==> src/design/swm_pkg.sv <==
// Shared types and constants for the sliding-window median filter.
`timescale 1ns / 1ps

package swm_pkg;

    localparam int CFG_W        = 7;
    localparam int RESET_WINDOW = 3;

    typedef struct packed {
        logic load;
        logic remove;
        logic valid;
        logic wvalid;
    } swm_ctl_t;

endpackage

==> src/design/swm_cell.sv <==
// One sorted cell of the median chain, holding a sample and its age.
`timescale 1ns / 1ps

module swm_cell #(
    parameter int SW = 32,
    parameter int AW = 6
) (
    input  logic                 clk,
    input  swm_pkg::swm_ctl_t    ctl,
    input  logic signed [SW-1:0] x,
    input  logic signed [SW-1:0] o,
    input  logic [AW-1:0]        oldest_age,
    input  logic signed [SW-1:0] r_v,
    input  logic                 r_gt,
    input  logic [AW-1:0]        r_age,
    input  logic signed [SW-1:0] l_w,
    input  logic [AW-1:0]        l_wage,
    input  logic                 l_big,
    output logic signed [SW-1:0] v,
    output logic                 gt,
    output logic [AW-1:0]        age,
    output logic signed [SW-1:0] w,
    output logic [AW-1:0]        wage,
    output logic                 big,
    output logic                 is_oldest
);
    import swm_pkg::*;

    logic signed [SW-1:0] v_reg;
    logic signed [SW-1:0] v_next;
    logic [AW-1:0]        age_reg;
    logic [AW-1:0]        age_next;
    logic                 shift_out;
    logic                 wgt;

    assign v         = v_reg;
    assign age       = age_reg;
    assign gt        = (v_reg > x);
    assign is_oldest = ctl.valid && (age_reg == oldest_age);

    // Cells valued >= the evicted sample take their right neighbour's content.
    assign shift_out = ctl.remove && ctl.valid && (v_reg >= o);
    assign w         = shift_out ? r_v : v_reg;
    assign wage      = shift_out ? r_age : age_reg;
    assign wgt       = shift_out ? r_gt : gt;
    assign big       = !ctl.wvalid || wgt;

    always_comb
    begin
        if (!big)
        begin
            v_next   = w;
            age_next = wage + AW'(1);
        end
        else if (!l_big)
        begin
            v_next   = x;
            age_next = '0;
        end
        else
        begin
            v_next   = l_w;
            age_next = l_wage + AW'(1);
        end
    end

    always_ff @(posedge clk)
    begin
        if (ctl.load)
        begin
            v_reg   <= v_next;
            age_reg <= age_next;
        end
    end

endmodule

==> config.mk <==
export PLATFORM = sky130hd
export DESIGN_NAME = swm_cell
export DESIGN_NICKNAME = d
export VERILOG_FILES = /design/src/design/swm_pkg.sv /design/src/design/swm_cell.sv
export SDC_FILE = /design/constraint.sdc
export NUM_CORES = 1
export LEC_CHECK = 0
export ABC_CLOCK_PERIOD_IN_PS = 3400
export BUFFER_PORTS_ARGS = -buffer_cell sky130_fd_sc_hd__buf_2
export CAP_MARGIN = 30
export CORE_MARGIN = 2
export CORE_UTILIZATION = 43
export DETAILED_ROUTE_END_ITERATION = 6
export PLACE_DENSITY_LB_ADDON = 0.2
export SLEW_MARGIN = 10
export SYNTH_ARGS = -nofsm -noshare
export SYNTH_HDL_FRONTEND = slang
export SYNTH_SLANG_ARGS = --single-unit
export TNS_END_PERCENT = 30
==> constraint.sdc <==
create_clock -name clk -period 3.4 [get_ports clk]
set_clock_uncertainty 0.15 [all_clocks]
set_input_delay 0.51 -clock clk [delete_from_list [all_inputs] [get_ports clk]]
set_output_delay 0.51 -clock clk [all_outputs]
set_load 0.005 [all_outputs]
# ---- Yosys cells after proc, flatten, opt, wreduce, memory -nomap -nowiden
# Cells that the tools add are included.
dict set report totals {
  in_bits 153
  output_inout_bits 79
  regBits 38
  word_cells 19
}
dict set report op_classes {
  add_sub_neg 2
  reduce_logical 5
  eq_ne 1
  order_cmp 2
  n_mux 7
}
# operator count
set op_table {}
lappend op_table {{$mux 32} 3}
lappend op_table {{$ge 32x32->1} 1}
lappend op_table {{$gt 32x32->1} 1}
lappend op_table {{$mux 6} 3}
lappend op_table {{$add 6x1->6 const B} 2}
lappend op_table {{$eq 6x6->1} 1}
lappend op_table {{$logic_and 1x1->1} 3}
lappend op_table {{$logic_not 1->1} 1}
lappend op_table {{$logic_or 1x1->1} 1}
lappend op_table {{$mux 1} 1}

# ---- Longest topological paths before layout
# Gate-level depths: netlist of run 1.
dict set report logic_depth {
  ltp_word 5
  mapped_depth 15
}

# ---- Least setup slack after synthesis of run 1
# OpenSTA, ideal clock, no wires.
dict set report synth_timing {
  kind {input port to flip-flop}
  from {in o[27]}
  to {reg age_reg[2], in the netlist age[2] (data pin)}
  stages 15
  arrival_ps 3128
  required_ps 2987
  setup_ps 263
  path_buffers 1
  setup_slack_ps -141
  cell_sequence {inv_1 ha_1 nand4_2 nor4_2 nand2_1 a31oi_1 nor3_4 nor2_4 buf_6 mux2_2 ha_1 nor2b_1 o22ai_1 nor3b_1 mux2i_1}
}
dict set report synth_via {
  elab_chain_cells 5
  word_cells_on_any_way 7
  cone_classes {add/sub: 1; order compare: 1; mux: 3; reduce/logical: 2}
}
# item line
set synth_rtl {}
lappend synth_rtl {{start, declared} swm_cell.sv:11} ;# input logic signed [SW-1:0] o,
lappend synth_rtl {{$ge 32x32->1} swm_cell.sv:42} ;# assign shift_out = ctl.remove && ctl.valid && (v_reg >= o);
lappend synth_rtl {{$logic_and 1x1->1} swm_cell.sv:42}
lappend synth_rtl {{$mux 6} swm_cell.sv:44} ;# assign wage = shift_out ? r_age : age_reg;
lappend synth_rtl {{via wage[0]} swm_cell.sv:23} ;# output logic [AW-1:0] wage,
lappend synth_rtl {{$add 6x1->6} swm_cell.sv:53} ;# age_next = wage + AW'(1);
lappend synth_rtl {{$mux 6} swm_cell.sv:50} ;# if (!big)
lappend synth_rtl {{via age_next[2]} swm_cell.sv:32} ;# logic [AW-1:0] age_next;
lappend synth_rtl {{end signal, assigned} swm_cell.sv:72} ;# age_reg <= age_next;
lappend synth_rtl {{end, declared} swm_cell.sv:31} ;# logic [AW-1:0] age_reg;
# The timed path passes the listed nets, and every way through them passes these cells.
# A chain may end at the register's enable or synchronous reset.

# ---- Final worst setup path of run 1
dict set report layout_timing {
  from {reg v_reg[30], in the netlist v[30]}
  to {out wage[0]}
}
dict set report layout_via {
  elab_chain_cells 3
}
# item line
set layout_rtl {}
lappend layout_rtl {{start, declared} swm_cell.sv:29} ;# logic signed [SW-1:0] v_reg;
lappend layout_rtl {{start signal, assigned} swm_cell.sv:71} ;# v_reg <= v_next;
lappend layout_rtl {{$ge 32x32->1} swm_cell.sv:42}
lappend layout_rtl {{$logic_and 1x1->1} swm_cell.sv:42}
lappend layout_rtl {{$mux 6} swm_cell.sv:44}
lappend layout_rtl {{end, declared} swm_cell.sv:23}
# No other way between the ends.

==> results by group, run 1 <==
Timing
  – # setup viols final: 40
  – RSZ-0062 raised after global routing: yes
  – Fmax: 280.0 MHz
  – Period utilization: 105.0%
  – Fin worst setup slack: -170.9 ps
  – Worst-Margin Slew: 924.5 ps
  – Final Max Slew Viols: 0
  – Max-slew headroom: 38.37%
  – Fin. Hold Viols: 0
  – Fin crit period: 3571 ps

Power
  – VDD IR max: 171.0 µV
  – PD cells: 343.4 nW/µm²
  – Lkg Pwr: roughly 3.2 nW
  – Total power: 2.198 mW

Logic synthesis
  – Netlist Area Pre-Place: 4533 µm²
  – Top area cells in the synthesized netlist: edfxtp_1 25%, ha_1 18%, mux2_4 11%, mux2_2 9.9%, inv_1 5.5%
  – Synth async-reset ratio: 0%
  – Synthesized flop and latch total: 38
  – Simple-gate portion of the synthesized area: between 10% and 20%
  – Post-synth EDFFs: 38
  – Post-synth top flop: edfxtp_1
  – Post-Syn Instances: 480
  – Commonest cells post-synth: 67 x inv_1, 66 x ha_1, 52 x nand2_1
  – Mean Syn Cell Area: around 9.4 µm²
  – Post-synth cell types: 41
  – Area fraction in compound gates after synthesis: 10.65%
  – Mux cell area share after synthesis: 22.30%
  – Synth area leader: edfxtp_1
  – Synth top area share: 25.17%
  – Synthesized Nets: 699
  – Synth Area in XOR/XNOR: approximately 3%
  – Largest family of logic cells by synthesized area: multiplexers
  – Cell with the most instances after synthesis: inv_1
  – Register area share after synthesis: 25.17%
  – Synth Area in Adders: 18.22%
  – Yosys Warn Count: 0

Floorplan
  – Die W: 106.7 µm
  – Die Ht: approximately 110 µm
  – Core Area: a little over 10000 µm²
  – Initial Util: between 40 and 50%
  – Site row count: 37
  – IO Pins: 232
  – Die ar.: 11380 µm²

Drt
  – DR vias: 4384
  – Final WL: 13560 µm
  – Per-cell routed wire length: 15.72 µm
  – Antenna-violating nets left: 0
  – Drt via density: slightly above 5
  – Pre-Repair DR Iteration Count: 4
  – Detailed-route DRC error count: 0
  – Initial DRC count: roughly 130

Layout
  – Layout cells sized above 1: between 40% and 50%
  – Multi-input logic area: 3172 µm²
  – Final cell count without fillers: ~860
  – Layout Nets: 944
  – Fin util: 62.26%
  – Area growth, synth to finish: 41.15%
  – Register area: 1141 µm²
  – Final-layout fill cell count: 935
  – Number of flip-flops in the largest register: 32

Critical path
  – Launching point of the worst reg2reg path: v[30]$_DFFE_PP_
  – WS Path Type: reg -> out
  – Startpoint types: register
  – CP max FO: 4
  – Worst EP arrival: 2910 ps
  – Critical Path Sink Type: output port
  – R2R setup slack: -90 ps
  – Req. time, crit path: about 2700 ps
  – Worst setup path startpoint: v[30]$_DFFE_PP_
  – Crit Reg-Reg Endpoint: age[2]$_DFFE_PP_
  – CP endpoint: wage[0]
  – Worst Reg-to-Reg Cells: 14

GRT
  – Global-route wire length before repair: 21210 µm
  – GRT Util Overall: 23.23%
  – Largest net degree at the start of global routing: 43
  – Met2 GRT Util: 43.81%
  – Initial antenna violation count: 1
  – Met3 Use GR: 3.465%
  – Grt ovf: 0
  – Vias in the first global route: 4492
  – GRT Max-Usage Layer: met2
  – GR Util met1: between 20% and 30%

Placed design
  – Final HPWL DP: 10890 µm
  – Port Buffers: 231
  – Post-Place Setup Slack: -266.9 ps
  – Dpl cells: about 850
  – Final Wtd Congestion: 0.8330

Clock network
  – Clk pin slew, worst setup/hold paths: 80 ps
  – CTS Buf Count: 5
  – TritonCTS clock tree: yes
  – Clk sinks: 38
  – Clock latency on the worst-skew pair: just under 300 ps
  – CTS Hold Bufs: 0
  – Clock Tree Buf Depth: 2
  – H-tree Lvls: 2
  – Root buf cell: clkbuf_8

Run
  – MaxCap Viol Count: 0

Status
  – Failing checks: setup timing
  – Status: finished with violations

Min path
  – Hold Path Class: in -> reg
[power by group]
part           total, mW  switching (mW)  leakage (nW)  internal (mW)
Sequential         0.684          0.0771         0.377          0.607
Clock              0.313           0.171        0.0426          0.142
Combinational       1.20           0.518          2.82          0.683
[area by class of cell]
type | instances | area share (%)
diodes | 1 | 0.03911
clock buffers | 6 | 1.134
clock inverters | 2 | 0.1369
inverters | 67 | 3.930
multi-input cells | 359 | 49.57
flip-flops and latches | 38 | 17.83
well taps | 136 | 2.659
repair buffers | 254 | 24.70
[timing repair]
item	in CTS	in global routing
endpoints found under the setup margin	58	41
gates cloned	0	0
gates resized for setup	30	28
buffers inserted	2	0
pin swaps	6	2
[critical path, cell delays in order, from the launching register on]
cell and delay, ps:
edfxtp_1 460, ha_4 310, nand4_1 130, nor4_2 350
nand2_1 170, and4_4 230, nor3_4 190, nor2_4 100
buf_6 130, mux2_4 320, buf_6 120, buf_6 100
[logic make-up (layout without fill, tap and decap cells)]
kind of cell | Yosys count | after routing
simple gates | 110 | 110
compound gates | 87 | 87
buf+inv | 83 | 329
mux | 80 | 80
fa+ha+maj | 66 | 66
flops | 38 | 38
xor+xnor | 16 | 16
other cells | 0 | 1
[worst min path at each step]
stage,start,slack (ps),endpoint,depth (start not counted)
detailed placement,v[0]$_DFFE_PP_,620,v[0]$_DFFE_PP_,2
CTS,l_w[3],470,v[3]$_DFFE_PP_,4
global route,l_w[3],480,v[3]$_DFFE_PP_,4
floorplan,ctl[3],470,age[0]$_DFFE_PP_,0
global placement,v[0]$_DFFE_PP_,630,v[0]$_DFFE_PP_,2
finish,l_w[26],480,v[26]$_DFFE_PP_,4
[layout by cell type, fill, tap and decap left out, types with 7 or more instances in the layout]
cell / synthesis / layout
buf_2: 2 / 202
inv_1: 67 / 67
ha_1: 66 / 64
nand2_1: 52 / 52
o21ai_0: 45 / 44
mux2_4: 32 / 39
edfxtp_1: 38 / 38
mux2_2: 40 / 33
buf_6: 6 / 31
a21oi_1: 22 / 21
buf_4: 0 / 16
nand3_1: 14 / 12
xnor2_1: 11 / 11
mux2i_1: 8 / 8
nor2_1: 7 / 7
[stage by stage]
stage	TNS, ps	cell area (µm²)	hold slack (ps)
after floorplan	0	4563	472.5
after global placement	-4994	5978	629.7
after detailed placement	-10650	5978	624.5
after CTS	-4000	6241	469.0
after global routing	-9930	6399	484.5
final	-5701	6399	482.5
[metal layers]
| metal | vias to the layer above | share of wire, % |
|---|---|---|
| li1 | 2209 | - |
| met1 | 2042 | 41 |
| met2 | 129 | 53 |
| met3 | 4 | 5.2 |
| met4 | 0 | 0.53 |
| met5 | - | 0 |
No activity file was read; power rests on OpenSTA's default activity.
==> run 2, diff against run 1 <==
--- a/config.mk
+++ b/config.mk
@@ -5,12 +5,14 @@
 export SDC_FILE = /design/constraint.sdc
 export NUM_CORES = 1
 export LEC_CHECK = 0
+export ABC_AREA = 1
 export ABC_CLOCK_PERIOD_IN_PS = 3400
 export BUFFER_PORTS_ARGS = -buffer_cell sky130_fd_sc_hd__buf_2
 export CAP_MARGIN = 30
 export CORE_MARGIN = 2
-export CORE_UTILIZATION = 43
+export CORE_UTILIZATION = 42
 export DETAILED_ROUTE_END_ITERATION = 6
+export GPL_ROUTABILITY_DRIVEN = 0
 export PLACE_DENSITY_LB_ADDON = 0.2
 export SLEW_MARGIN = 10
 export SYNTH_ARGS = -nofsm -noshare
==> run 2 against run 1 <==
Effect of this change:
- the run now ends clean
- sequential share of layout area rose by 0.86 points
- maximum frequency is 11% higher
- worst hold slack got worse by 38 ps
- critical path depth increased by 6
==> results by group, run 2 <==
Timing
  – Fmax: 309.6 MHz (was 280.0 MHz)
  – Worst-Margin Slew: 500.5 ps (was 924.5 ps)
  – Fin. Hold Viols: 0 (unchanged)
  – Max-slew headroom: 66.59% (was 38.37%)
  – Fin worst setup slack: 170.3 ps (was -170.9 ps)
  – Period utilization: 94.99% (was 105.0%)
  – # setup viols final: 0 (was 40)
  – Hold WS: 444.3 ps (was 482.5 ps)
  – Fin crit period: 3230 ps (was 3571 ps)
  – Final Max Slew Viols: 0 (unchanged)

Logic synthesis
  – Cell with the most instances after synthesis: nand2_1 (was inv_1)
  – Post-synth cell types: 37 (was 41)
  – Synth top area share: 25.66% (was 25.17%)
  – Mean Syn Cell Area: 6.852 µm² (was 9.444 µm²)
  – Top area cells in the synthesized netlist: edfxtp_1 26%, nand2_1 20%, ha_1 19%, inv_1 7.8%, o21ai_0 5.9% (was edfxtp_1 25%, ha_1 18%, mux2_4 11%, mux2_2 9.9%, inv_1 5.5%)
  – Netlist Area Pre-Place: 4447 µm² (was 4533 µm²)
  – Post-synth top flop: edfxtp_1 (unchanged)
  – Post-synth EDFFs: 38 (unchanged)
  – Register area share after synthesis: 25.66% (was 25.17%)
  – Synth async-reset ratio: 0% (unchanged)
  – Commonest cells post-synth: 235 x nand2_1, 92 x inv_1, 66 x ha_1 (was 67 x inv_1, 66 x ha_1, 52 x nand2_1)
  – Synth area leader: edfxtp_1 (unchanged)
  – Yosys Warn Count: 0 (unchanged)
  – Synthesized Nets: 868 (was 699)
  – Synthesized flop and latch total: 38 (unchanged)
  – Post-Syn Instances: 649 (was 480)

Power
  – Sw frac: 40.92% (was 34.85%)
  – Combinational Power Share: 54.2% (was 54.6%)
  – PD cells: 356.3 nW/µm² (was 343.4 nW/µm²)
  – NetSw: 0.8898 mW (was 0.7659 mW)
  – Lkg Pwr: 3.400 nW (was 3.244 nW)
  – VDD IR max: 175.4 µV (was 171.0 µV)
  – Reg power frac: 31.8% (was 31.1%)
  – Clock share of power: 14.0% (was 14.2%)
  – Total power: 2.175 mW (was 2.198 mW)
  – Pint: 1.285 mW (was 1.432 mW)

Critical path
  – CP most frequent cell: nand2_1 (was buf_6)
  – CP max stage delay: 470 ps (was 460 ps)
  – WS Path Type: reg -> out (unchanged)
  – Worst EP arrival: 2570 ps (was 2910 ps)
  – Worst Reg-to-Reg Cells: 18 (was 14)
  – CP max FO: 15 (was 4)
  – R2R setup slack: 370 ps (was -90 ps)
  – Crit Reg-Reg Endpoint: age[2]$_DFFE_PP_ (unchanged)
  – Req. time, crit path: 2740 ps (about the same)
  – Cell Chain, Critical Path: ha_4, nand2_1, nor2_1, nand2_1, nand2_1, nand2_1, nand2_1, nand2_1, nand2_1, nand2_2, nand3_4, nand2_8, clkinv_8, buf_8, nand2_1, nand2_1, buf_2 (was ha_4, nand4_1, nor4_2, nand2_1, and4_4, nor3_4, nor2_4, buf_6, mux2_4, buf_6, buf_6)
  – Startpoint types: register (unchanged)
  – Launching point of the worst reg2reg path: v[7]$_DFFE_PP_ (was v[30]$_DFFE_PP_)
  – Slowest-stage cell, CP: edfxtp_1 (unchanged)
  – Critical Path Sink Type: output port (unchanged)

Clock network
  – TritonCTS clock tree: yes (unchanged)
  – H-tree Lvls: 2 (unchanged)
  – Clock Tree Buf Depth: 2 (unchanged)
  – CTS Buf Count: 5 (unchanged)
  – CTS Hold Bufs: 0 (unchanged)
  – Clk sinks: 38 (unchanged)
  – Root buf cell: clkbuf_8 (unchanged)
  – Clock latency on the worst-skew pair: 290 ps (about the same)
  – Clk pin slew, worst setup/hold paths: 80 ps (about the same)

Floorplan
  – IO Pins: 232 (unchanged)
  – Die Ht: 106.9 µm (was 106.7 µm)
  – Core Area: 10320 µm² (was 10280 µm²)
  – Initial Util: 43.07% (was 44.11%)
  – Site row count: 37 (unchanged)
  – Die W: 106.9 µm (was 106.7 µm)
  – Die ar.: 11430 µm² (was 11380 µm²)

Layout
  – Antenna fix cells: 0 (was 1)
  – Commonest non-fill, non-tap cell in the layout: nand2_1 (was buf_2)
  – Commonest cells after routing, fill and taps aside: 233 x nand2_1, 231 x buf_2, 91 x inv_1 (was 202 x buf_2, 67 x inv_1, 64 x ha_1)
  – Layout Nets: 1112 (was 944)
  – Layout cells sized above 1: 34.45% (was 49.04%)
  – Area growth, synth to finish: 37.25% (was 41.15%)
  – Fin util: 59.12% (was 62.26%)
  – Number of flip-flops in the largest register: 32 (unchanged)
  – Final-layout fill cell count: 993 (was 935)

GRT
  – GR Util met1: 28.56% (was 27.93%)
  – Grt ovf: 0 (unchanged)
  – Vias in the first global route: 4856 (was 4492)
  – Global-route wire length before repair: 21780 µm (was 21210 µm)
  – Largest net degree at the start of global routing: 68 (was 43)
  – GRT Util Overall: 23.54% (was 23.23%)
  – Met3 Use GR: 3.465% (unchanged)
  – Initial antenna violation count: 1 (unchanged)
  – Met2 GRT Util: 43.45% (was 43.81%)
  – GRT Max-Usage Layer: met2 (unchanged)

Placed design
  – Port Buffers: 231 (unchanged)
  – Final HPWL DP: 11270 µm (was 10890 µm)
  – Post-Place Setup Slack: 147.2 ps (was -266.9 ps)

Min path
  – WHS Endpoint: v[0]$_DFFE_PP_ (was v[26]$_DFFE_PP_)
  – Hold Path Class: in -> reg (unchanged)
  – Hold path cells: 3 (was 4)
  – Hold path start: l_w[0] (was l_w[26])

Status
  – Status: completed (was finished with violations)

Drt
  – Drt via density: 4.956 (was 5.080)
  – Pre-Repair DR Iteration Count: 5 (was 4)
  – Per-cell routed wire length: 13.42 µm (was 15.72 µm)
  – Antenna-violating nets left: 0 (unchanged)
  – Initial DRC count: 319 (was 128)
  – Detailed-route DRC error count: 0 (unchanged)
  – DR vias: 5105 (was 4384)
  – Final WL: 13830 µm (was 13560 µm)

Run
  – MaxCap Viol Count: 0 (unchanged)
run 2: worst max-delay path: cells and delay by family, from the launching register on:
kind / cells / cell delay [ps]
DFF: 1 / 470
adders and majority gates: 1 / 310
buffers and inverters: 3 / 380
and+or+nand+nor: 13 / 1120
run 2: worst max path at each step:
stage	start	to	slack (ps)	depth (start not counted)
2_1_floorplan	o[31]	age[2]$_DFFE_PP_	490	18
6_report	v[7]$_DFFE_PP_	w[12]	170	17
4_1_cts	v[1]$_DFFE_PP_	wage[2]	20	18
3_3_place_gp	o[7]	age[5]$_DFFE_PP_	180	21
3_5_place_dp	o[7]	age[5]$_DFFE_PP_	150	21
5_1_grt	v[0]$_DFFE_PP_	w[12]	-20	21
run 2: routing by layer:
metal,vias to the layer above,routed length [µm]
met2,191,6896
met3,23,947
met4,2,230
li1,2620,-
met1,2269,5733
met5,-,19
run 2: area by class of cell:
type / instances / area (µm²) / area share (%)
Sequential cell: 38 / 1141 / 18.70
Multi-Input combinational cell: 496 / 2918 / 47.81
Inverter: 93 / 361.6 / 5.925
Timing Repair Buffer: 259 / 1433 / 23.47
Clock buffer: 5 / 68.82 / 1.128
Clock inverter: 3 / 11.26 / 0.1845
Tap cell: 136 / 170.2 / 2.788
run 2: logic make-up (layout without fill, tap and decap cells):
kind of cell | count (synthesis) | count (layout) | synth area share (%)
compound gates | 125 | 125 | 15.79
xor+xnor | 2 | 2 | 0.3940
fa+ha+maj | 66 | 66 | 18.57
buf+inv | 115 | 360 | 11.17
flops | 38 | 38 | 25.66
mux | 1 | 1 | 0.2251
simple gates | 302 | 302 | 28.19
run 2: power by group through the flow:
stage / sequential (mW) / combinational, mW / clock, mW
6_report: 0.692 / 1.18 / 0.305
5_1_grt: 0.702 / 1.34 / 0.334
4_1_cts: 0.696 / 1.08 / 0.324
3_5_place_dp: 0.707 / 1.07 / 0
3_3_place_gp: 0.706 / 1.04 / 0
2_1_floorplan: 0.694 / 0.667 / 0
run 2: timing repair:
item,in CTS,in global routing
gates resized for setup,0,25
pin swaps,0,4
buffers inserted,1,16
endpoints found under the setup margin,3,38
gates cloned,0,0
run 2: per-stage QoR:
stage,instance area [µm²],setup TNS (ps),cells
2_1_floorplan,4447,0,649
3_3_place_gp,5695,0,1003
3_5_place_dp,5695,0,1003
4_1_cts,5783,0,1012
5_1_grt,6103,-49.28,1030
6_report,6103,0,1030
